===== config.mk =====
export PLATFORM = sky130hd
export DESIGN_NAME = sord_cmp
export DESIGN_NICKNAME = d
export VERILOG_FILES = /design/src/rtl/assert_macros.svh /design/src/rtl/sord_pkg.sv /design/src/rtl/sord_cmp.sv
export SDC_FILE = /design/constraint.sdc
export NUM_CORES = 1
export LEC_CHECK = 0
export BUFFER_PORTS_ARGS = -buffer_cell sky130_fd_sc_hd__clkbuf_2
export CAP_MARGIN = 20
export CELL_PAD_IN_SITES_DETAIL_PLACEMENT = 0
export CELL_PAD_IN_SITES_GLOBAL_PLACEMENT = 2
export CORE_ASPECT_RATIO = 2
export CORE_MARGIN = 2
export CORE_UTILIZATION = 29
export DETAILED_ROUTE_END_ITERATION = 12
export PLACE_DENSITY_LB_ADDON = 0.1
export SYNTH_ARGS = -nofsm -noshare
export SYNTH_HDL_FRONTEND = slang
export SYNTH_SLANG_ARGS = --single-unit

===== constraint.sdc =====
create_clock -name vclk -period 4.7
set_input_delay 0.47 -clock vclk [all_inputs]
set_output_delay 0.47 -clock vclk [all_outputs]
set_load 0.1 [all_outputs]

===== src/rtl/assert_macros.svh =====
// Assertion helpers shared by the RTL. Clock and reset are the block's own
// clock and synchronous active-high reset.
`ifndef ASSERT_MACROS_SVH
`define ASSERT_MACROS_SVH

// Property that must hold whenever the antecedent holds in the same cycle.
`define ASSERT_SAME(lbl, ante, cons, msg) \
   lbl: assert property (@(posedge clock) disable iff (reset) (ante) |-> (cons)) \
      else $error(msg);

// Property that must hold in the cycle after the antecedent.
`define ASSERT_NEXT(lbl, ante, cons, msg) \
   lbl: assert property (@(posedge clock) disable iff (reset) (ante) |=> (cons)) \
      else $error(msg);

`endif


===== src/rtl/sord_pkg.sv =====
`timescale 1ns / 1ps

package sord_pkg;

   // Sizing
   localparam int MAX_TARGETS     = 64;
   localparam int MAX_HALT_FRAMES = 32;
   localparam int COORD_BITS      = 12;
   localparam int ID_BITS         = 6;
   localparam int TGT_BITS        = $clog2(MAX_TARGETS);
   localparam int SLOT_BITS       = $clog2(MAX_HALT_FRAMES);
   localparam int COUNT_BITS      = $clog2(MAX_HALT_FRAMES + 1);
   localparam int HF_BITS         = 6;
   localparam int CSR_INDEX_BITS  = 3;
   localparam int CSR_DATA_BITS   = 12;
   localparam int BOX_ADDR_BITS   = TGT_BITS + SLOT_BITS;

   // Register indexes of the CSR port
   typedef enum logic [CSR_INDEX_BITS-1:0] {
      CSR_REGION_X       = 3'd0,
      CSR_REGION_Y       = 3'd1,
      CSR_REGION_W       = 3'd2,
      CSR_REGION_H       = 3'd3,
      CSR_HALT_FRAMES    = 3'd4,
      CSR_HALT_THRESHOLD = 3'd5
   } csr_index_type;

   typedef struct packed {
      logic [COORD_BITS-1:0] x;
      logic [COORD_BITS-1:0] y;
      logic [COORD_BITS-1:0] w;
      logic [COORD_BITS-1:0] h;
   } box_type;

   typedef struct packed {
      logic [ID_BITS-1:0]    target_id;
      logic [COORD_BITS-1:0] box_x;
      logic [COORD_BITS-1:0] box_y;
      logic [COORD_BITS-1:0] box_w;
      logic [COORD_BITS-1:0] box_h;
      logic                  frame_start;
      logic                  new_track;
   } req_type;

   typedef struct packed {
      logic [ID_BITS-1:0] echo_id;
      logic               in_region;
      logic               halt_event;
   } rsp_type;

   // Per-target ring pointer and fill level
   typedef struct packed {
      logic [SLOT_BITS-1:0]  head;
      logic [COUNT_BITS-1:0] count;
   } meta_type;

   // Sequencer requests to the history store
   typedef struct packed {
      logic                 meta_rd_en;
      logic [TGT_BITS-1:0]  meta_rd_id;
      logic                 meta_wr_en;
      logic [TGT_BITS-1:0]  meta_wr_id;
      meta_type             meta_wr;
      logic                 box_wr_en;
      logic                 box_rd_en;
      logic [TGT_BITS-1:0]  box_id;
      logic [SLOT_BITS-1:0] box_wr_slot;
      logic [SLOT_BITS-1:0] box_rd_slot;
   } hist_ctl_type;

endpackage


===== src/rtl/sord_cmp.sv =====
`timescale 1ns / 1ps

// Shared box compare unit: flags any coordinate that moved past the threshold.
module sord_cmp (
   input  sord_pkg::box_type               cur_box,
   input  sord_pkg::box_type               old_box,
   input  logic [sord_pkg::COORD_BITS-1:0] threshold,
   output logic                            fail
);
   import sord_pkg::*;

   function automatic logic [COORD_BITS-1:0] absdiff(input logic [COORD_BITS-1:0] a,
                                                    input logic [COORD_BITS-1:0] b);
      absdiff = (a > b) ? (a - b) : (b - a);
   endfunction

   // One box per call, four coordinates side by side
   always_comb begin
      fail = (absdiff(cur_box.x, old_box.x) > threshold) ||
             (absdiff(cur_box.y, old_box.y) > threshold) ||
             (absdiff(cur_box.w, old_box.w) > threshold) ||
             (absdiff(cur_box.h, old_box.h) > threshold);
   end

endmodule


==> results.json, run 1 <==
{
  "antenna_found_initial": 0,
  "slowest_stage": "fa_2",
  "hold_path_class": "input port to output pin",
  "synthMuxAreaShare_pct": 7.849,
  "wirelength_um": 16740,
  "final_layout_size_suffix_gt1_share_pct": 19.12,
  "top_layer_used": "met4",
  "portBuffers": 109,
  "multi_input_area_sq_um": 4862,
  "core_area_sq_um": 18310,
  "status": "finished clean",
  "initial_core_util_pct": 29.61,
  "groute.usage.overall_pct": 16.60,
  "syn_nets": 985,
  "cp.required_ns": 4.23,
  "setup_violations": 0,
  "gr-total-overflow": 0,
  "yosys.area_share.simple_pct": 13.99,
  "p_sw_share_pct": 54.39,
  "fin_crit_sh_pct": 94.89,
  "synth-xor-area-share_pct": 6.464,
  "synth_common_cells": "ha_1, inv_1, a21oi_1, mux2i_1, o21ai_0",
  "synth.cell_area_sq_um": 5420,
  "synth_top_area_share_pct": 32.32,
  "netlist_instances": 729,
  "startpoint_type": "input port",
  "arrival_ns": 3.99,
  "worst_pin_slew_ns": 0.4890,
  "synth_top_area_cell": "ha_1",
  "crit_type": "input port to output pin",
  "setup_tns_ns": 0,
  "post_drt_wl_per_cell_um": 15.82,
  "maxSlewHeadroom_pct": 67.30,
  "period_needed_ns": 4.460,
  "register_area_sq_um": 0,
  "crit_path_cell_trace": "clkbuf_2 -> inv_1 -> ha_1 -> inv_1 -> fa_2 -> a211oi_2 -> o21ai_2 -> o31ai_2 -> o22a_2 -> buf_6 -> mux2_2 -> ha_1 -> nor2b_1 -> o211ai_1 -> a211o_1 -> o211ai_1 -> o31ai_2 -> nand4_1 -> buf_12",
  "fillers": 1985,
  "wl_met1_um": 6262,
  "timing.fmax_mhz": 224.2,
  "yosysWarnings": 0,
  "synth_compound_area_share_pct": 25.23,
  "comb_power_share_pct": 100.0,
  "grt_pass1_vias": 5878,
  "drt_iter0_markers": 75,
  "synth_top_family_by_area": "adder cells",
  "critPathMaxStageDelay_ns": 0.35,
  "die_w_um": 100.7,
  "yosysUniqueCellTypes": 57,
  "avgSynthCellArea_sq_um": 7.435,
  "postRouteAntennaNets": 0,
  "hold_ws_ns": 1.846,
  "synth_area_leaders": "ha_1, inv_1, mux2i_1, a21oi_1, a21o_1",
  "hold_path.startpoint": "threshold[11]",
  "p_clk_share_pct": 0,
  "crit_path_max_fanout": 5,
  "place.gp.congestion": 0.8550,
  "leakagePower_nw": 3.531,
  "grt_max_degree": 12,
  "cp-startpoint": "cur_box[24]",
  "synthToLayoutAreaGrowth_pct": 17.94,
  "die_h_um": 197.3,
  "diodes": 0,
  "nFlopsAndLatches": 0,
  "synth-seq-area-share_pct": 0,
  "whs_path_depth": 6,
  "ioPinCount": 109,
  "maxSlewViolCount": 0,
  "fp.dieArea_sq_um": 19870,
  "grt_first_pass_wirelength_um": 27210,
  "rsz0062_at_grt": "false",
  "synthAdderAreaFrac_pct": 35.27,
  "wl_met2_um": 9643,
  "cap_violations": 0,
  "ir_worst_vdd_mv": 0.09090,
  "power_frac_seq_pct": 0,
  "num_vias": 5492,
  "nNetsFinal": 1100,
  "num_rows": 70,
  "routed-wl-met3_um": 346,
  "drcViolationCount": 0,
  "power.density_nw_per_um2": 156.6,
  "nClkBuffers": 0,
  "drt_pre_antenna_iters": 4,
  "hold_viol_final": 0,
  "switchingPower_uw": 544.3,
  "via_per_inst": 5.191,
  "cp-end-kind": "output pin",
  "dp_hpwl_um": 14990,
  "hold_end": "fail",
  "synth.most_common_cell": "ha_1",
  "p_int_uw": 456.4
}
cell usage in the layout (no fill, tap or decap), drive strengths merged, types with 11 or more instances in the layout:
master  Yosys  final
inv       119    119
nand2      32     32
nor2       23     23
mux2i      38     38
nand3      15     15
clkbuf      6    108
a211oi     12     12
buf        21     32
nor2b      12     12
a21oi      63     63
o21ai      36     36
a21o       27     27
xnor2      19     19
ha        140    140
nand4      19     19
xor2       21     21
nor3       11     11
o21a       14     14
layer usage:
metal / GRT usage, % / vias up
met5: 0 / -
met4: 3.957 / 0
met3: 0.5308 / 34
met2: 34.91 / 109
met1: 17.13 / 2540
li1: - / 2809
worst max-delay path: cells and delay by family:
| family | cells | cell delay (ns) |
|---|---|---|
| and+or+nand+nor | 2 | 0.35 |
| adders and majority gates | 3 | 0.80 |
| AOI/OAI and AO/OA | 8 | 1.46 |
| muxes | 1 | 0.34 |
| buffers and inverters | 5 | 0.54 |
how the worst max path moves through the flow:
stage | end | slack [ns]
floorplan | fail | 0.08
global placement | fail | 0.06
detailed placement | fail | 0.04
CTS | fail | 0.04
global route | fail | 0.009
finish | fail | 0.24
power by group through the flow:
stage / sequential, mW / clock, mW / combinational [mW]
after global placement: 0 / 0 / 0.971
after floorplan: 0 / 0 / 0.697
after CTS: 0 / 0 / 0.998
after global routing: 0 / 0 / 1.13
final: 0 / 0 / 1.00
after detailed placement: 0 / 0 / 0.993
final cells by class:
cell class,count,share of cell area (%)
timing repair buffer,140,12.72
tap,216,4.228
multi-input combinational,583,76.06
inverter,119,6.988
through the flow:
stage	instances	setup WS (ns)	instance area (sq um)	power, mW	util (%)
after floorplan	729	0.08143	5420	0.6967	-
after global routing	1058	0.009475	6392	1.130	34.92
after CTS	1056	0.04009	6326	0.9977	34.56
after detailed placement	1056	0.03587	6326	0.9934	34.56
final	1058	0.2402	6392	1.001	34.92
after global placement	1056	0.06497	6326	0.9707	34.56
repair_timing:
action / 4_1_cts / 5_1_grt
hold buffers: 0 / 0
buffers inserted: 0 / 2
resized for setup: 0 / 12
setup endpoints to repair: 0 / 1
logic make-up after synthesis:
kind of cell / Yosys count
compound gates: 208
mux: 42
fa+ha+maj: 148
simple gates: 145
buf+inv: 146
xor+xnor: 40
Note: power is estimated with default switching activity, not from simulation.
==> inputs of run 2 (changes only) <==
--- a/config.mk
+++ b/config.mk
@@ -13,7 +13,7 @@
 export CORE_MARGIN = 2
 export CORE_UTILIZATION = 29
 export DETAILED_ROUTE_END_ITERATION = 12
-export PLACE_DENSITY_LB_ADDON = 0.1
+export PLACE_DENSITY_LB_ADDON = 0.12
 export SYNTH_ARGS = -nofsm -noshare
 export SYNTH_HDL_FRONTEND = slang
 export SYNTH_SLANG_ARGS = --single-unit
==> run 2 against run 1 <==
  * Utilization fell by 0.18 points
  * Via count fell by 0.20%
  * Critical path type unchanged
  * Non-clock buffer count fell by 3
  * Power fell by 0.39%
  * Critical endpoint unchanged
  * Combinational power is essentially flat
  * Wire length is 0.41% higher
  * Fmax shrank 0.83%
  * Global-route usage shrank 0.10 points
  * Hold slack worse by 0.035 ns
==> results.json, run 2 (synthesis gave the netlist of run 1 again) <==
{
  "ioPinCount": 109,
  "synthToLayoutAreaGrowth_pct": 17.31,
  "placedCellCount": 1054,
  "via_per_inst": 5.195,
  "slowest_stage": "fa_1",
  "layout_commonest_cell": "ha_1",
  "final_cell_mix": "ha_1, inv_1, clkbuf_2",
  "worst_pin_slew_ns": 0.5058,
  "nNetsFinal": 1097,
  "grtUsageMet3_pct": 0.4600,
  "fin_crit_sh_pct": 95.68,
  "fp.dieArea_sq_um": 19870,
  "place.gp.congestion": 0.8842,
  "grt_first_pass_wirelength_um": 27030,
  "nFlopsAndLatches": 0,
  "maxSlewHeadroom_pct": 66.18,
  "path_delay_family": "compound AO/OA/AOI/OAI gates",
  "die_w_um": 100.7,
  "cp_num_buf_inv": 5,
  "grt.met1_usage_pct": 16.38,
  "ir_worst_vdd_mv": 0.08181,
  "crit_path_cell_trace": "clkbuf_2 -> inv_1 -> ha_1 -> inv_1 -> fa_1 -> nand3_1 -> a21oi_1 -> nor3_1 -> o31a_1 -> buf_4 -> mux2_2 -> ha_1 -> nor2b_1 -> o211ai_1 -> a211o_1 -> o211ai_1 -> o31ai_1 -> nand4_1 -> buf_12",
  "grt_pass1_vias": 5800,
  "dp_hpwl_um": 15000,
  "diodes": 0,
  "hold_path_class": "input port to output pin",
  "leakagePower_nw": 3.510,
  "drcViolationCount": 0,
  "rsz0062_at_grt": "false",
  "portBuffers": 109,
  "crit_path_max_fanout": 5,
  "power.density_nw_per_um2": 156.8,
  "postRouteAntennaNets": 0,
  "register_area_sq_um": 0,
  "critPathMaxStageDelay_ns": 0.40,
  "hold_viol_final": 0,
  "whs_path_depth": 6,
  "core_area_sq_um": 18310,
  "cap_violations": 0,
  "final_layout_size_suffix_gt1_share_pct": 18.59,
  "crit_type": "input port to output pin",
  "drt_pre_antenna_iters": 4,
  "stdcell_count": 1055,
  "maxSlewViolCount": 0,
  "wirelength_um": 16810,
  "timing.fmax_mhz": 222.4,
  "hold_buffers": 0,
  "groute.usage.overall_pct": 16.50,
  "nClkBuffers": 0,
  "cp.required_ns": 4.23,
  "initial_core_util_pct": 29.61,
  "hold_ws_ns": 1.811,
  "num_vias": 5481,
  "grt_max_degree": 12,
  "cp_num_cells": 19,
  "num_rows": 70,
  "arrival_ns": 4.03,
  "busiest_layer": "met2",
  "drt_iter0_markers": 87,
  "setup_tns_ns": 0,
  "cp-end-kind": "output pin",
  "startpoint_type": "input port",
  "die_h_um": 197.3,
  "use_met2_pct": 36.25,
  "gr-total-overflow": 0,
  "period_needed_ns": 4.497,
  "setup_violations": 0,
  "status": "finished clean",
  "post_drt_wl_per_cell_um": 15.93,
  "antenna_found_initial": 0
}
[run 2: cell types whose count changed in the layout (fill, tap and decap cells not counted), sizes merged]
cell  previous run  this run
buf             32        29
[run 2: final cells by class]
type	instances	area, sq um
Multi-Input combinational cell	583	4858
Fill cell	1991	11950
Tap cell	216	270.3
Timing Repair Buffer	137	783.3
Inverter	119	446.7
[run 2: layer usage]
metal	vias to the layer above	wire length, um
met4	0	211
met1	2554	6225
met3	16	350
met2	113	10020
met5	-	0
li1	2798	-
[run 2: final timing paths]
path,end,slack (ns),startpoint
max,fail,0.20,cur_box[0]
min,fail,1.81,threshold[11]
[run 2: report_power, final]
part	switching (mW)	internal [mW]	leakage (nW)
Clock	0	0	0
Sequential	0	0	0
Combinational	0.545	0.452	3.51
Total	0.545	0.452	3.51
[run 2: repair_timing]
item / in CTS / in global routing
gates resized for setup: 0 / 8
buffers inserted: 0 / 1
endpoints found under the hold margin: 0 / 0
endpoints found under the setup margin: 0 / 1
[run 2: tightest hold or removal path, stage by stage]
cell	delay [ns]
clkbuf_2	0.08
inv_1	0.18
ha_1	0.19
o31ai_1	0.06
nand4_1	0.16
buf_12	0.19
[run 2: metrics by stage]
step | worst slack, ns | util (%) | total power, mW | instance area (sq um)
2_1_floorplan | 0.08143 | - | 0.6967 | 5420
3_3_place_gp | 0.05635 | 34.48 | 0.9715 | 6311
3_5_place_dp | 0.08691 | 34.48 | 0.9914 | 6311
4_1_cts | 0.06978 | 34.48 | 0.9968 | 6311
5_1_grt | 0.006679 | 34.74 | 1.125 | 6359
6_report | 0.2029 | 34.74 | 0.9969 | 6359
==> inputs of run 3 (changes only) <==
--- a/config.mk
+++ b/config.mk
@@ -8,7 +8,7 @@
 export BUFFER_PORTS_ARGS = -buffer_cell sky130_fd_sc_hd__clkbuf_2
 export CAP_MARGIN = 20
 export CELL_PAD_IN_SITES_DETAIL_PLACEMENT = 0
-export CELL_PAD_IN_SITES_GLOBAL_PLACEMENT = 2
+export CELL_PAD_IN_SITES_GLOBAL_PLACEMENT = 1
 export CORE_ASPECT_RATIO = 2
 export CORE_MARGIN = 2
 export CORE_UTILIZATION = 29
==> run 3 against run 2 <==
  * Fmax rose by 1.4%
  * Global-route usage rose by 0.31 points
  * Flip-flop and latch count unchanged
  * Utilization decreased by 0.055 points
  * Non-clock buffer count is 1 higher
  * Cell area down 0.16%
  * Hold slack better by 0.0099 ns
  * Power shrank 0.56%
  * Combinational power decreased by 0.6%
  * Sequential share of layout area stayed put
  * Cell count about the same
  * Clock-buffer cell count is the same
  * Largest cell class unchanged
==> results.json, run 3 (synthesis gave the netlist of run 1 again) <==
{
  "status": "finished clean",
  "hold_path.startpoint": "threshold[0]",
  "grtUsageMet3_pct": 0.3185,
  "fin_crit_sh_pct": 94.38,
  "busiest_layer": "met2",
  "grt.met1_usage_pct": 16.78,
  "nClkBuffers": 0,
  "num_rows": 70,
  "ioPinCount": 109,
  "drt_pre_antenna_iters": 4,
  "cp-startpoint": "cur_box[36]",
  "maxSlewViolCount": 0,
  "ir_worst_vdd_mv": 0.06476,
  "use_met2_pct": 37.38,
  "fin_util_pct": 34.68,
  "place.gp.congestion": 0.8767,
  "grt_max_degree": 12,
  "dp_hpwl_um": 15080,
  "register_area_sq_um": 0,
  "nFlopsAndLatches": 0,
  "grt_first_pass_wirelength_um": 27680,
  "hold_viol_final": 0,
  "maxSlewHeadroom_pct": 66.27,
  "groute.usage.overall_pct": 16.81,
  "slowest_stage": "fa_1",
  "startpoint_type": "input port",
  "final_cell_mix": "ha_1, inv_1, clkbuf_2",
  "hold_path_class": "input port to output pin",
  "rsz0062_at_grt": "false",
  "arrival_ns": 3.97,
  "portBuffers": 109,
  "post_drt_wl_per_cell_um": 15.84,
  "crit_type": "input port to output pin",
  "die_h_um": 197.3,
  "setup_tns_ns": 0,
  "crit_path_max_fanout": 11,
  "cts_setup_buffers": 0,
  "crit_path_cell_trace": "clkbuf_2 -> inv_1 -> ha_1 -> inv_1 -> fa_1 -> nand3_1 -> nand2_1 -> a221oi_4 -> o31ai_2 -> buf_4 -> mux2i_1 -> xor2_1 -> ha_1 -> a21oi_1 -> o21ai_0 -> a221o_1 -> o22ai_1 -> nand4_1 -> buf_12",
  "die_w_um": 100.7,
  "initial_core_util_pct": 29.61,
  "cap_violations": 0,
  "diodes": 0,
  "setup_slack_ns": 0.2644,
  "drt_iter0_markers": 96,
  "setup_violations": 0,
  "postRouteAntennaNets": 0,
  "leakagePower_nw": 3.514,
  "layout_commonest_cell": "ha_1",
  "whs_path_depth": 6,
  "cp.required_ns": 4.23,
  "cp-end-kind": "output pin",
  "fp.dieArea_sq_um": 19870,
  "gr-total-overflow": 0,
  "antenna_found_initial": 0,
  "hold_end": "fail",
  "via_per_inst": 5.248,
  "drcViolationCount": 0,
  "place_ws_ns": 0.1259,
  "power_uw": 991.3,
  "core_area_sq_um": 18310,
  "worst_pin_slew_ns": 0.5043,
  "timing.fmax_mhz": 225.4,
  "critPathMaxStageDelay_ns": 0.42,
  "power.density_nw_per_um2": 156.1,
  "final_layout_size_suffix_gt1_share_pct": 18.21,
  "num_vias": 5542,
  "synthToLayoutAreaGrowth_pct": 17.13,
  "hold_buffers": 0,
  "wirelength_um": 16730,
  "nNetsFinal": 1098,
  "grt_pass1_vias": 5916,
  "cts_resized": 0,
  "period_needed_ns": 4.436
}
## run 3: worst max-delay path: cells and delay by family
family	cells	cell delay, ns
xor+xnor	1	0.21
fa+ha+maj	3	0.85
simple gates	3	0.39
buf+inv	5	0.61
compound gates	6	1.21
mux	1	0.20
## run 3: power breakdown
part / total, mW / switching [mW] / internal [mW]
sequential: 0 / 0 / 0
combinational: 0.991 / 0.543 / 0.448
clock: 0 / 0 / 0
## run 3: per-layer routing
metal / vias to the layer above / wire [um]
met1: 2636 / 5935
met3: 10 / 300
met5: - / 0
li1: 2800 / -
met4: 0 / 120
met2: 96 / 10370
## run 3: layout make-up
type                       count  area [sq um]
tap                          216         270.3
fill                        2021         11960
timing repair buffer         138         790.8
multi-input combinational    583          4841
inverter                     119         446.7
## run 3: worst max-delay path by stage
stage | to | slack (ns) | cells past startpoint
2_1_floorplan | fail | 0.08 | 18
3_3_place_gp | fail | 0.14 | 17
3_5_place_dp | fail | 0.13 | 17
4_1_cts | fail | 0.12 | 17
5_1_grt | fail | 0.006 | 19
6_report | fail | 0.26 | 19
## run 3: metrics by stage
stage | cells | instance area (sq um) | hold WS [ns]
after floorplan | 729 | 5420 | 1.948
after global placement | 1056 | 6326 | 1.838
after detailed placement | 1056 | 6326 | 1.840
after CTS | 1056 | 6326 | 1.848
after global routing | 1056 | 6349 | 1.893
final | 1056 | 6349 | 1.821
